**config.mk**
```make
export PLATFORM = sky130hd
export DESIGN_NAME = pes_merge
export DESIGN_NICKNAME = d
export VERILOG_FILES = /design/src/hdl/particle_euler_step_macros.svh /design/src/hdl/pes_pkg.sv /design/src/hdl/pes_merge.sv
export SDC_FILE = /design/constraint.sdc
export NUM_CORES = 2
export LEC_CHECK = 0
export BUFFER_PORTS_ARGS = -buffer_cell sky130_fd_sc_hd__buf_2
export CAP_MARGIN = 20
export CORE_ASPECT_RATIO = 0.75
export CORE_MARGIN = 2
export CORE_UTILIZATION = 30
export DETAILED_ROUTE_END_ITERATION = 10
export GPL_ROUTABILITY_DRIVEN = 0
export SETUP_SLACK_MARGIN = 0.15
export SYNTH_ARGS = -nofsm -noshare
export SYNTH_HDL_FRONTEND = slang
export SYNTH_SLANG_ARGS = --single-unit
```
**constraint.sdc**
```tcl
create_clock -name clk -period 26.9 [get_ports clk]
set_input_delay 8.07 -clock clk [delete_from_list [all_inputs] [get_ports clk]]
set_output_delay 8.07 -clock clk [all_outputs]
set_load 0.01 [all_outputs]
```
**src/hdl/particle_euler_step_macros.svh**
```systemverilog
// assertion macros for the particle integrator
`ifndef PARTICLE_EULER_STEP_MACROS_SVH
`define PARTICLE_EULER_STEP_MACROS_SVH
`ifndef SYNTHESIS
`define PES_ASSERT(label, clk, rst_n, prop, msg) \
	label: assert property (@(posedge clk) disable iff (!rst_n) prop) else $error(msg);
`define PES_ASSERT_NR(label, clk, prop, msg) \
	label: assert property (@(posedge clk) prop) else $error(msg);
`else
`define PES_ASSERT(label, clk, rst_n, prop, msg)
`define PES_ASSERT_NR(label, clk, prop, msg)
`endif
`endif

```
**src/hdl/pes_pkg.sv**
```systemverilog
// shared types and constants for the particle integrator
package pes_pkg;
	typedef enum logic [1:0] {
		OP_SPAWN = 2'd0,
		OP_FORCE = 2'd1,
		OP_UPDATE = 2'd2,
		OP_QUERY = 2'd3
	} op_t;

	typedef enum logic [2:0] {
		ST_IDLE,
		ST_DIV,
		ST_VEL,
		ST_POS,
		ST_LIFE,
		ST_RAD,
		ST_OUT
	} state_t;

	localparam int REG_W = 31;
	localparam logic [REG_W-1:0] ONE_Q = 31'd65536;
	localparam logic [30:0] DT_MAX = 31'd6554;
	localparam logic [30:0] OUT_MAX = 31'h7fffffff;
	localparam logic [0:0] CFG_MASS = 1'b0;
	localparam logic [0:0] CFG_DECAY = 1'b1;

	typedef struct packed {
		logic div_start;
		logic vel_en;
		logic pos_en;
	} lane_ctl_t;
endpackage

```
**src/hdl/pes_merge.sv**
```systemverilog
// life, radius and output merge of the three lanes
module pes_merge #(
	parameter int COORD_WIDTH = 32
) (
	input  logic                          clk,
	input  logic                          arst_n,
	input  logic                          spawn,
	input  logic                          life_en,
	input  logic                          rad_en,
	input  logic [30:0]                   life_in,
	input  logic [30:0]                   mass,
	input  logic [30:0]                   decay_rate,
	input  logic [12:0]                   dt,
	input  logic signed [COORD_WIDTH-1:0] p0,
	input  logic signed [COORD_WIDTH-1:0] p1,
	input  logic signed [COORD_WIDTH-1:0] p2,
	output logic                          alive,
	output logic [30:0]                   radius,
	output logic [95:0]                   pos_word
);
	logic [30:0] rem_q, full_q, rad_q;
	logic [43:0] loss_w;
	logic [30:0] loss;
	logic [30:0] meff;
	logic [33:0] size;
	logic [30:0] age;
	logic [64:0] ramp_prod;
	logic [30:0] ramp_val;
	logic [33:0] r;

	function automatic logic [31:0] clip32(input logic signed [COORD_WIDTH-1:0] v);
		logic signed [COORD_WIDTH+33:0] w;
		w = (COORD_WIDTH+34)'(v);
		if (w > (COORD_WIDTH+34)'(33'sh07fffffff)) return 32'h7fffffff;
		if (w < -(COORD_WIDTH+34)'(33'sh080000000)) return 32'h80000000;
		return 32'(w);
	endfunction

	assign loss_w = decay_rate * dt;
	assign loss = loss_w[43:16] > 28'(0) ? 31'(loss_w[43:16]) : 31'd0;
	assign meff = (mass == '0) ? pes_pkg::ONE_Q : mass;
	assign size = 34'(meff) * 34'd5;
	assign age = full_q - rem_q;
	always_comb begin
		ramp_val = (age < 31'd131072) ? age : rem_q;
		ramp_prod = 65'(ramp_val) * 65'(size);
		if (decay_rate == '0) r = size;
		else if (age < 31'd131072) r = 34'(ramp_prod >> 17);
		else if ($signed({1'b0, age}) > $signed({1'b0, full_q}) - 33'sd131072)
			r = 34'(ramp_prod >> 17);
		else r = size;
	end

	always_ff @(posedge clk or negedge arst_n) begin
		if (!arst_n) begin
			rem_q <= '0;
			full_q <= '0;
			rad_q <= '0;
		end else begin
			if (spawn) begin
				rem_q <= life_in;
				full_q <= life_in;
			end else if (life_en && rem_q != '0) begin
				rem_q <= (loss >= rem_q) ? '0 : rem_q - loss;
			end
			if (rad_en) begin
				if (rem_q == '0) rad_q <= '0;
				else rad_q <= (r > 34'(pes_pkg::OUT_MAX)) ? pes_pkg::OUT_MAX : 31'(r);
			end
		end
	end

	assign alive = rem_q != '0;
	assign radius = rad_q;
	assign pos_word = {clip32(p2), clip32(p1), clip32(p0)};
endmodule

```
==> metrics.yaml <==
slowest_delay_ps: 880
synth-edff-count: 0
dp_cells: 7880
cp_slowest_cell: "nor4_2"
drc: 0
synth_area_um2: 50200
post-cts-setup-buffer-count: 0
status: "complete, no violations"
clockRootBuffer: "clkbuf_16"
path_clk_slew_ps: 100
cts.sinks: 93
ys_seq_elements: 93
cts_buffers: 9
die_width_um: 476
grt_start_max_net_pins: 65
startpoint_type: "primary input"
ys.flop_type: "dfrtp_1"
final_antenna_net_count: 0
rows: 130
via_per_inst: 4.98
synth_top_area_share_pct: 46.1
setup_ws_ps: 5860
avgSynthCellArea_um2: 8.64
synth_cells: 5810
r2r_slack_ps: 12870
coreArea_um2: 167000
hold_buffers: 0
io_buffers: 142
clk_latency_ps: 420
cts_resized: 0
yosys.area.top_type: "fa_1"
slew_violations: 0
worst_pin_slew_ps: 1090
maxCapViolCount: 0
grt_pass1_vias: 41100
wl_mm: 161
period_share_pct: 78.2
vias: 39400
synth_cell_types: 81
fin_util_pct: 32.1
hold_path_class: "flip-flop to flip-flop"
ctsLongestPathBuffers: 2
yosysSeqAreaShare_pct: 4.63
htreeDepth: 3
async_flop_share_pct: 100
start_util_pct: 30.1
stdcell_count: 7909
cts_tree: "yes"
grt_overflow: 0
timing.slew.headroom_pct: 27.1
syn-num-nets: 7579
wire_per_inst_um: 20.4
ys_warn_count: 0
ios: 335
setup_viol: 0
cp_data_required_time_ps: 27190
drt-pass1-iter-count: 6
num-nets-final: 7421
grt_pass1_wl_mm: 250
drt_iter0_drc: 3258
detailed_place_hpwl_mm: 134
hold_viol_final: 0
pre_cts_ws_ps: 5130
die_y_um: 358
fin_setup_tns_ps: 0
fin_skew_ps: 28.5
crit_fanout: 25
layout_min_cycle_time_ps: 21040
fp.dieArea_um2: 171000
grtUsageTotal_pct: 19.0
end_kind: "flip-flop"
crit_arrival_ps: 21330
drive_above_1_share_pct: 6.19
crit_top_cell: "fa_1"
antenna_found_initial: 13
fmaxAchievable_mhz: 47.5
area_growth_pct: 6.75
synthTopCellsByArea: "fa_1 46%, ha_1 10%, inv_1 8.1%"
path_class: "primary input to flip-flop"
rsz0062_at_grt: "no"
==> cell usage in the layout, fill, tap and decap left out, types with 12 or more instances in the layout <==
master,instances
a2111oi_1,13
a211oi_1,22
a21o_1,74
a21oi_1,111
a31oi_1,13
and2_1,246
and3_1,14
and4_1,12
buf_2,141
buf_4,84
dfrtp_1,93
fa_1,1156
ha_1,406
inv_1,1087
mux2_2,26
nand2_1,951
nand2b_1,23
nand3_1,42
nand4_1,27
nor2_1,463
nor2b_1,28
nor3_1,44
nor4_1,34
o211ai_1,28
o21a_1,25
o21ai_0,103
o21bai_1,14
or3_1,20
xnor2_1,91
xnor2_2,17
xor2_1,52
==> logic make-up (layout without fill, tap and decap cells) <==
group,Yosys count,after routing,share of synthesized area [%]
other cells,0,8,0
simple gates,1940,1940,17.1
buf+inv,1486,1333,11.1
mux,39,39,0.867
xor+xnor,175,175,3.11
flops,93,93,4.63
fa+ha+maj,1564,1564,56.2
compound gates,513,513,6.96
==> flip-flops by register name, indices dropped and copies added (netlist names) <==
register,flops
full_q,31
radius,31
rem_q,31
==> final timing paths <==
path	start	endpoint	depth (start not counted)
min reg2reg	radius[14]	radius[14]	2
max	mass[25]	radius[1]	48
max reg2reg	rem_q[4]	radius[1]	43
max in group asynchronous	arst_n	full_q[5]	2
min	radius[14]	radius[14]	2
min in group asynchronous	arst_n	radius[0]	1
==> cell type report <==
cell class              count  area (um^2)
flip-flops and latches     93         2330
clock inverters             7         75.1
inverters                1087         4080
clock buffers               9          225
well taps                2244         2810
multi-input cells        4231        42700
repair buffers            230         1410
diodes                      8         20.0
fillers                 17500       113000
==> stage by stage <==
step | hold WS (ps) | cell area, um^2
6_report | 559 | 53600
5_1_grt | 583 | 53600
4_1_cts | 560 | 53500
3_5_place_dp | 546 | 53200
3_3_place_gp | 540 | 53200
2_1_floorplan | 531 | 50200
==> synth_stat cells, types with 8 or more instances <==
cell type	count
xnor2_1	111
xor2_1	62
fa_1	1156
or2_2	10
nor2_1	466
o21bai_1	15
o21a_1	25
a22oi_1	10
nand2b_1	23
and4_1	12
dfrtp_1	93
nor3_1	44
and2_1	246
inv_1	1087
mux2i_1	12
nand4_1	27
a2111oi_1	13
a21oi_1	113
o211ai_1	28
and3_1	14
clkbuf_1	393
a211o_1	8
or3_1	20
ha_1	406
nand3_1	42
nor2b_1	28
nand2_1	951
a21o_1	74
a31oi_1	13
o21ai_0	104
mux2_2	26
a211oi_1	22
nor4_1	35
==> worst max-delay path: cells and delay by family <==
kind	cells	cell delay (ps)
fa+ha+maj	11	4960
compound gates	19	4960
simple gates	8	2160
buf+inv	8	840
xor+xnor	1	150
mux	1	120
==> layer usage <==
metal  up-vias  GRT usage, %  share of wire (%)
met5         -             0              0.038
met4        10          7.23                4.1
met3       272          5.17                 10
met2      1682          28.7                 43
met1     20200          26.1                 42
li1      17200             -                  -
Power is not shown: default switching activity piles up to over one toggle a cycle in this logic, so the estimate is an artifact.
