$ cat config.mk
export PLATFORM = sky130hd
export DESIGN_NAME = pes_lane
export DESIGN_NICKNAME = d
export VERILOG_FILES = /design/src/hdl/particle_euler_step_macros.svh /design/src/hdl/pes_pkg.sv /design/src/hdl/pes_lane.sv
export SDC_FILE = /design/constraint.sdc
export NUM_CORES = 2
export LEC_CHECK = 0
export BUFFER_PORTS_ARGS = -buffer_cell sky130_fd_sc_hd__buf_2
export CAP_MARGIN = 20
export CORE_AREA = 8 8 422 218
export DETAILED_ROUTE_END_ITERATION = 7
export DIE_AREA = 0 0 430 226
export SLEW_MARGIN = 15
export SYNTH_ARGS = -nofsm -noshare
export SYNTH_HDL_FRONTEND = slang
export SYNTH_SLANG_ARGS = --single-unit
$ cat constraint.sdc
create_clock -name clk -period 14.4 [get_ports clk]
set_input_delay 2.16 -clock clk [delete_from_list [all_inputs] [get_ports clk]]
set_output_delay 2.16 -clock clk [all_outputs]
set_load 0.02 [all_outputs]
$ cat src/hdl/particle_euler_step_macros.svh
// assertion macros for the particle integrator
`ifndef PARTICLE_EULER_STEP_MACROS_SVH
`define PARTICLE_EULER_STEP_MACROS_SVH
`ifndef SYNTHESIS
`define PES_ASSERT(label, clk, rst_n, prop, msg) \
	label: assert property (@(posedge clk) disable iff (!rst_n) prop) else $error(msg);
`define PES_ASSERT_NR(label, clk, prop, msg) \
	label: assert property (@(posedge clk) prop) else $error(msg);
`else
`define PES_ASSERT(label, clk, rst_n, prop, msg)
`define PES_ASSERT_NR(label, clk, prop, msg)
`endif
`endif

$ cat src/hdl/pes_pkg.sv
// shared types and constants for the particle integrator
package pes_pkg;
	typedef enum logic [1:0] {
		OP_SPAWN = 2'd0,
		OP_FORCE = 2'd1,
		OP_UPDATE = 2'd2,
		OP_QUERY = 2'd3
	} op_t;

	typedef enum logic [2:0] {
		ST_IDLE,
		ST_DIV,
		ST_VEL,
		ST_POS,
		ST_LIFE,
		ST_RAD,
		ST_OUT
	} state_t;

	localparam int REG_W = 31;
	localparam logic [REG_W-1:0] ONE_Q = 31'd65536;
	localparam logic [30:0] DT_MAX = 31'd6554;
	localparam logic [30:0] OUT_MAX = 31'h7fffffff;
	localparam logic [0:0] CFG_MASS = 1'b0;
	localparam logic [0:0] CFG_DECAY = 1'b1;

	typedef struct packed {
		logic div_start;
		logic vel_en;
		logic pos_en;
	} lane_ctl_t;
endpackage

$ cat src/hdl/pes_lane.sv
// one axis lane: divider for force/mass and the euler multiply-accumulate
module pes_lane #(
	parameter int COORD_WIDTH = 32
) (
	input  logic                          clk,
	input  logic                          arst_n,
	input  pes_pkg::lane_ctl_t            ctl,
	input  logic                          spawn,
	input  logic                          zero_acc,
	input  logic signed [31:0]            pos_in,
	input  logic signed [31:0]            vel_in,
	input  logic signed [31:0]            force_in,
	input  logic [30:0]                   mass,
	input  logic [12:0]                   dt,
	output logic                          div_busy,
	output logic signed [COORD_WIDTH-1:0] pos,
	output logic signed [COORD_WIDTH-1:0] vel
);
	localparam int CW = COORD_WIDTH;
	localparam int NW = 48;
	localparam int PW = CW + 14;
	localparam logic signed [CW-1:0] CMAX = {1'b0, {(CW-1){1'b1}}};
	localparam logic signed [CW-1:0] CMIN = {1'b1, {(CW-1){1'b0}}};
	localparam logic [5:0] DIV_STEPS = 6'd49;

	logic signed [CW-1:0] pos_q, vel_q, acc_q;
	logic [NW-1:0] num_q;
	logic [31:0] rem_q;
	logic neg_q;
	logic [5:0] cnt_q;
	logic [32:0] trial;
	logic [NW-1:0] quo_mag;
	logic signed [NW:0] quo_s;
	logic signed [PW-1:0] prod;
	logic signed [PW-1:0] term;
	logic signed [CW+1:0] sum;
	logic signed [CW-1:0] src, base, sat_sum, quo_sat;
	logic [31:0] fmag;

	function automatic logic signed [CW-1:0] sx32(input logic signed [31:0] v);
		logic signed [63:0] w;
		w = 64'(v);
		if (CW >= 32) return CW'(w);
		if (w > 64'(CMAX)) return CMAX;
		if (w < 64'(CMIN)) return CMIN;
		return CW'(w);
	endfunction

	assign fmag = force_in[31] ? 32'(-force_in) : 32'(force_in);
	assign trial = {rem_q, num_q[NW-1]} - {2'b0, mass};
	assign quo_mag = num_q;
	assign quo_s = neg_q ? -$signed({1'b0, quo_mag}) : $signed({1'b0, quo_mag});
	always_comb begin
		if (CW > NW) quo_sat = CW'(quo_s);
		else if (quo_s > (NW+1)'(CMAX)) quo_sat = CMAX;
		else if (quo_s < (NW+1)'(CMIN)) quo_sat = CMIN;
		else quo_sat = CW'(quo_s);
	end

	// product of one value and dt, truncated toward zero
	assign src = ctl.vel_en ? acc_q : vel_q;
	assign base = ctl.vel_en ? vel_q : pos_q;
	assign prod = PW'(src) * $signed({1'b0, dt});
	assign term = (prod < 0) ? -((-prod) >>> 16) : (prod >>> 16);
	assign sum = (CW+2)'(base) + (CW+2)'(term);
	always_comb begin
		if (sum > (CW+2)'(CMAX)) sat_sum = CMAX;
		else if (sum < (CW+2)'(CMIN)) sat_sum = CMIN;
		else sat_sum = CW'(sum);
	end

	always_ff @(posedge clk or negedge arst_n) begin
		if (!arst_n) begin
			pos_q <= '0;
			vel_q <= '0;
			acc_q <= '0;
			cnt_q <= '0;
		end else begin
			if (spawn) begin
				pos_q <= sx32(pos_in);
				vel_q <= sx32(vel_in);
				acc_q <= sx32(force_in);
			end else if (ctl.vel_en) begin
				vel_q <= sat_sum;
			end else if (ctl.pos_en) begin
				pos_q <= sat_sum;
				if (zero_acc) acc_q <= '0;
			end
			if (ctl.div_start) begin
				cnt_q <= DIV_STEPS;
			end else if (cnt_q != '0) begin
				cnt_q <= cnt_q - 6'd1;
				if (cnt_q == 6'd1) acc_q <= quo_sat;
			end
		end
	end

	// restoring divider, one quotient bit per cycle
	always_ff @(posedge clk) begin
		if (ctl.div_start) begin
			num_q <= {fmag, 16'b0};
			rem_q <= '0;
			neg_q <= force_in[31];
		end else if (cnt_q > 6'd1) begin
			if (!trial[32]) begin
				rem_q <= trial[31:0];
				num_q <= {num_q[NW-2:0], 1'b1};
			end else begin
				rem_q <= {rem_q[30:0], num_q[NW-1]};
				num_q <= {num_q[NW-2:0], 1'b0};
			end
		end
	end

	assign div_busy = cnt_q != '0;
	assign pos = pos_q;
	assign vel = vel_q;
endmodule

==> impl_metrics.csv <==
group,metric,value,unit
run_status,status,"finished clean",
logic_synthesis,syn_area,29700,µm²
drt,drt_wl_total,105000,µm
logic_synthesis,syn-instance-count,3447,
worst_setup_path,reg2reg_to,"pos[13]$_DFFE_PN0P_",
worst_setup_path,criticalPathCategory,"in2reg",
finish,fillCellCount,8843,
floorplan,core.rowCount,77,
worst_setup_path,end_kind,"flip-flop",
worst_hold_path,hold_depth,2,
placement,io_buffer_count,211,
finish,drive_gt1_frac,0.128,
worst_hold_path,hold_path.startpoint,"rem_q[25]$_SDFFE_PP0N_",
worst_setup_path,cp_max_fo,20,
drt,vias_per_cell,5.50,
finish,final_nets,4288,
drt,drt-initial-drc-count,2820,
global_route,gr-usage-all-layers,0.211,
logic_synthesis,synth_edf_count,33,
clock_tree,ctsHtreeMaxLevel,4,
sta,rsz0062_at_grt,"false",
global_route,grt_start_max_net_pins,81,
run,cap_viol_max_count,0,
floorplan,initial_utilization,0.343,
drt,route.detailed.drc,0,
global_route,grt-ovfl-total,0,
floorplan,dieArea,97200,µm²
clock_tree,cts_root_buf,"clkbuf_16",
clock_tree,cts_sinks,183,
logic_synthesis,synth_top_area_cell,"fa_1",
sta,hold-worst-slack,0.485,ns
worst_setup_path,crit_arrival,14.29,ns
logic_synthesis,yosysMostFrequentCell,"inv_1",
drt,first_pass_iters,6,
sta,min_period,13.93,ns
sta,finalMaxSlewViolations,0,
worst_hold_path,hold_end,"rem_q[25]$_SDFFE_PP0N_",
sta,hold_violations,0,
clock_tree,insertion_delay,0.51,ns
logic_synthesis,async_reset_ff_frac,0.557,
placement,dp_hpwl,86300,µm
logic_synthesis,ys_warn_count,0,
global_route,grt_pass1_vias,24700,
sta,fmax,0.0718,GHz
floorplan,fp.dieW,430,µm
logic_synthesis,ys.flop_type,"dfrtp_1",
worst_setup_path,rrSetupSlack,1.95,ns
drt,via_count,26000,
clock_tree,holdBufCountCts,0,
drt,routedWlPerCell,22.1,µm
worst_setup_path,r2r_start,"vel[8]$_DFFE_PN0P_",
worst_setup_path,start_kind,"primary input",
logic_synthesis,synthTopCellsByArea,"fa_1, dfrtp_1, ha_1",
placement,routabilityCongestion,0.978,
logic_synthesis,ys_seq_area_frac,0.152,
worst_setup_path,cp_slowest_cell,"or4b_4",
drt,antenna_left,0,
floorplan,die_height,226,µm
global_route,grt_pass1_wl,159000,µm
worst_setup_path,cp-startpoint,"ctl[1]",
finish,postLayoutCoreUtil,0.380,
sta,finClkSkew,0.0191,ns
clock_tree,cts.clk_slew.worst_paths,0.06,ns
floorplan,core_area,86600,µm²
worst_setup_path,slowest_delay,0.67,ns
logic_synthesis,syn-mean-instance-area,8.62,µm²
sta,timing.final.crit_share,0.967,
logic_synthesis,synth_nets,4150,
floorplan,io_pins,212,
finish,area_growth,10.9,%
logic_synthesis,ys_seq_elements,183,
worst_hold_path,hold_class,"reg2reg",
logic_synthesis,synthTopCellsByCount,"inv_1, fa_1, nand2_1",
logic_synthesis,netlist.area_leader.share,0.256,
worst_setup_path,reg2regPathDepth,43,
logic_synthesis,ys_types,90,
clock_tree,numCtsBuffers,25,
global_route,antenna_found_initial,5,
clock_tree,cts_tree,"yes",
sta,max_slew_margin,0.277,
sta,setup_viol,0,
worst_setup_path,crit_required,14.77,ns
clock_tree,clk_path_buf_depth,3,
sta,worst_pin_slew,1.08,ns
cell type report:
cell class	instances	area, µm²	share of cell area
antenna	1	2.50	0.0000760
clock buffer	27	654	0.0199
clock inverter	6	55.1	0.00167
inverter	530	1990	0.0604
multi-input combinational	2554	22600	0.685
sequential	183	4500	0.137
tap	1145	1430	0.0435
timing repair buffer	291	1730	0.0524
worst max path at each step:
| stage | to | depth (start not counted) |
|---|---|---|
| 2_1_floorplan | pos[29]$_DFFE_PN0P_ | 50 |
| 3_3_place_gp | pos[16]$_DFFE_PN0P_ | 44 |
| 3_5_place_dp | pos[29]$_DFFE_PN0P_ | 44 |
| 4_1_cts | pos[16]$_DFFE_PN0P_ | 44 |
| 5_1_grt | pos[12]$_DFFE_PN0P_ | 44 |
| 6_report | pos[13]$_DFFE_PN0P_ | 43 |
layer usage:
layer | GRT usage | up-vias | wire length (µm)
met5 | 0 | - | 42
met4 | 0.0347 | 6 | 1690
met3 | 0.0597 | 92 | 11300
met2 | 0.274 | 1219 | 39600
met1 | 0.338 | 12900 | 52300
li1 | - | 11800 | -
per-stage QoR:
step                setup WS, ns  cells  TNS, ns  cell area, µm²
floorplan                  0.562   3447        0           29700
global placement          -0.177   4700    -6.78           32200
detailed placement        -0.130   4700    -3.14           32200
CTS                        0.352   4733        0           32900
global route              0.0384   4736        0           32900
finish                     0.471   4737        0           32900
cell families (layout without fill, tap and decap cells):
| family | Yosys count | after routing | share of synthesized area |
|---|---|---|---|
| AND/OR/NAND/NOR | 1050 | 1052 | 0.180 |
| adder cells (fa/ha/maj) | 556 | 556 | 0.330 |
| buffers and inverters | 712 | 854 | 0.0916 |
| XOR/XNOR | 197 | 197 | 0.0581 |
| AO/OA/AOI/OAI | 673 | 673 | 0.160 |
| flip-flops | 183 | 183 | 0.152 |
| multiplexers | 76 | 76 | 0.0283 |
| other | 0 | 1 | 0 |
registers in the layout (all words and copies together) (netlist names):
name and count:
vel 32, acc_q 32, neg_q 1, num_q 48
rem_q 32, pos 32, cnt_q 6
worst max-delay path: cells and delay by family:
family | cells | cell delay, ns
compound gates | 10 | 2.42
buf+inv | 9 | 1.19
simple gates | 12 | 3.69
xor+xnor | 3 | 0.59
fa+ha+maj | 8 | 3.64
mux | 1 | 0.54
timing repair:
item,4_1_cts,5_1_grt
endpoints found under the setup margin,0,62
setup buffers,0,1
resized for setup,0,11
layout by cell type, fill, tap and decap left out, drive strengths merged, types with 17 or more instances in the layout:
cell,instances
a21o,33
nand2,355
o31ai,40
xor2,81
dfrtp,102
a22oi,31
nor3,82
dfxtp,48
nand2b,25
a221oi,33
ha,176
clkbuf,27
and2,218
and3,22
nor2,117
o311ai,24
nand4,19
edfxtp,33
or4,17
a31oi,21
nor2b,22
a21oi,150
buf,291
a22o,45
o21a,54
inv,529
fa,380
or3,32
o21ai,98
mux2,63
o22ai,25
xnor2,116
nand3,83
Power is not shown: default switching activity piles up to over one toggle a cycle in this logic, so the estimate is an artifact.
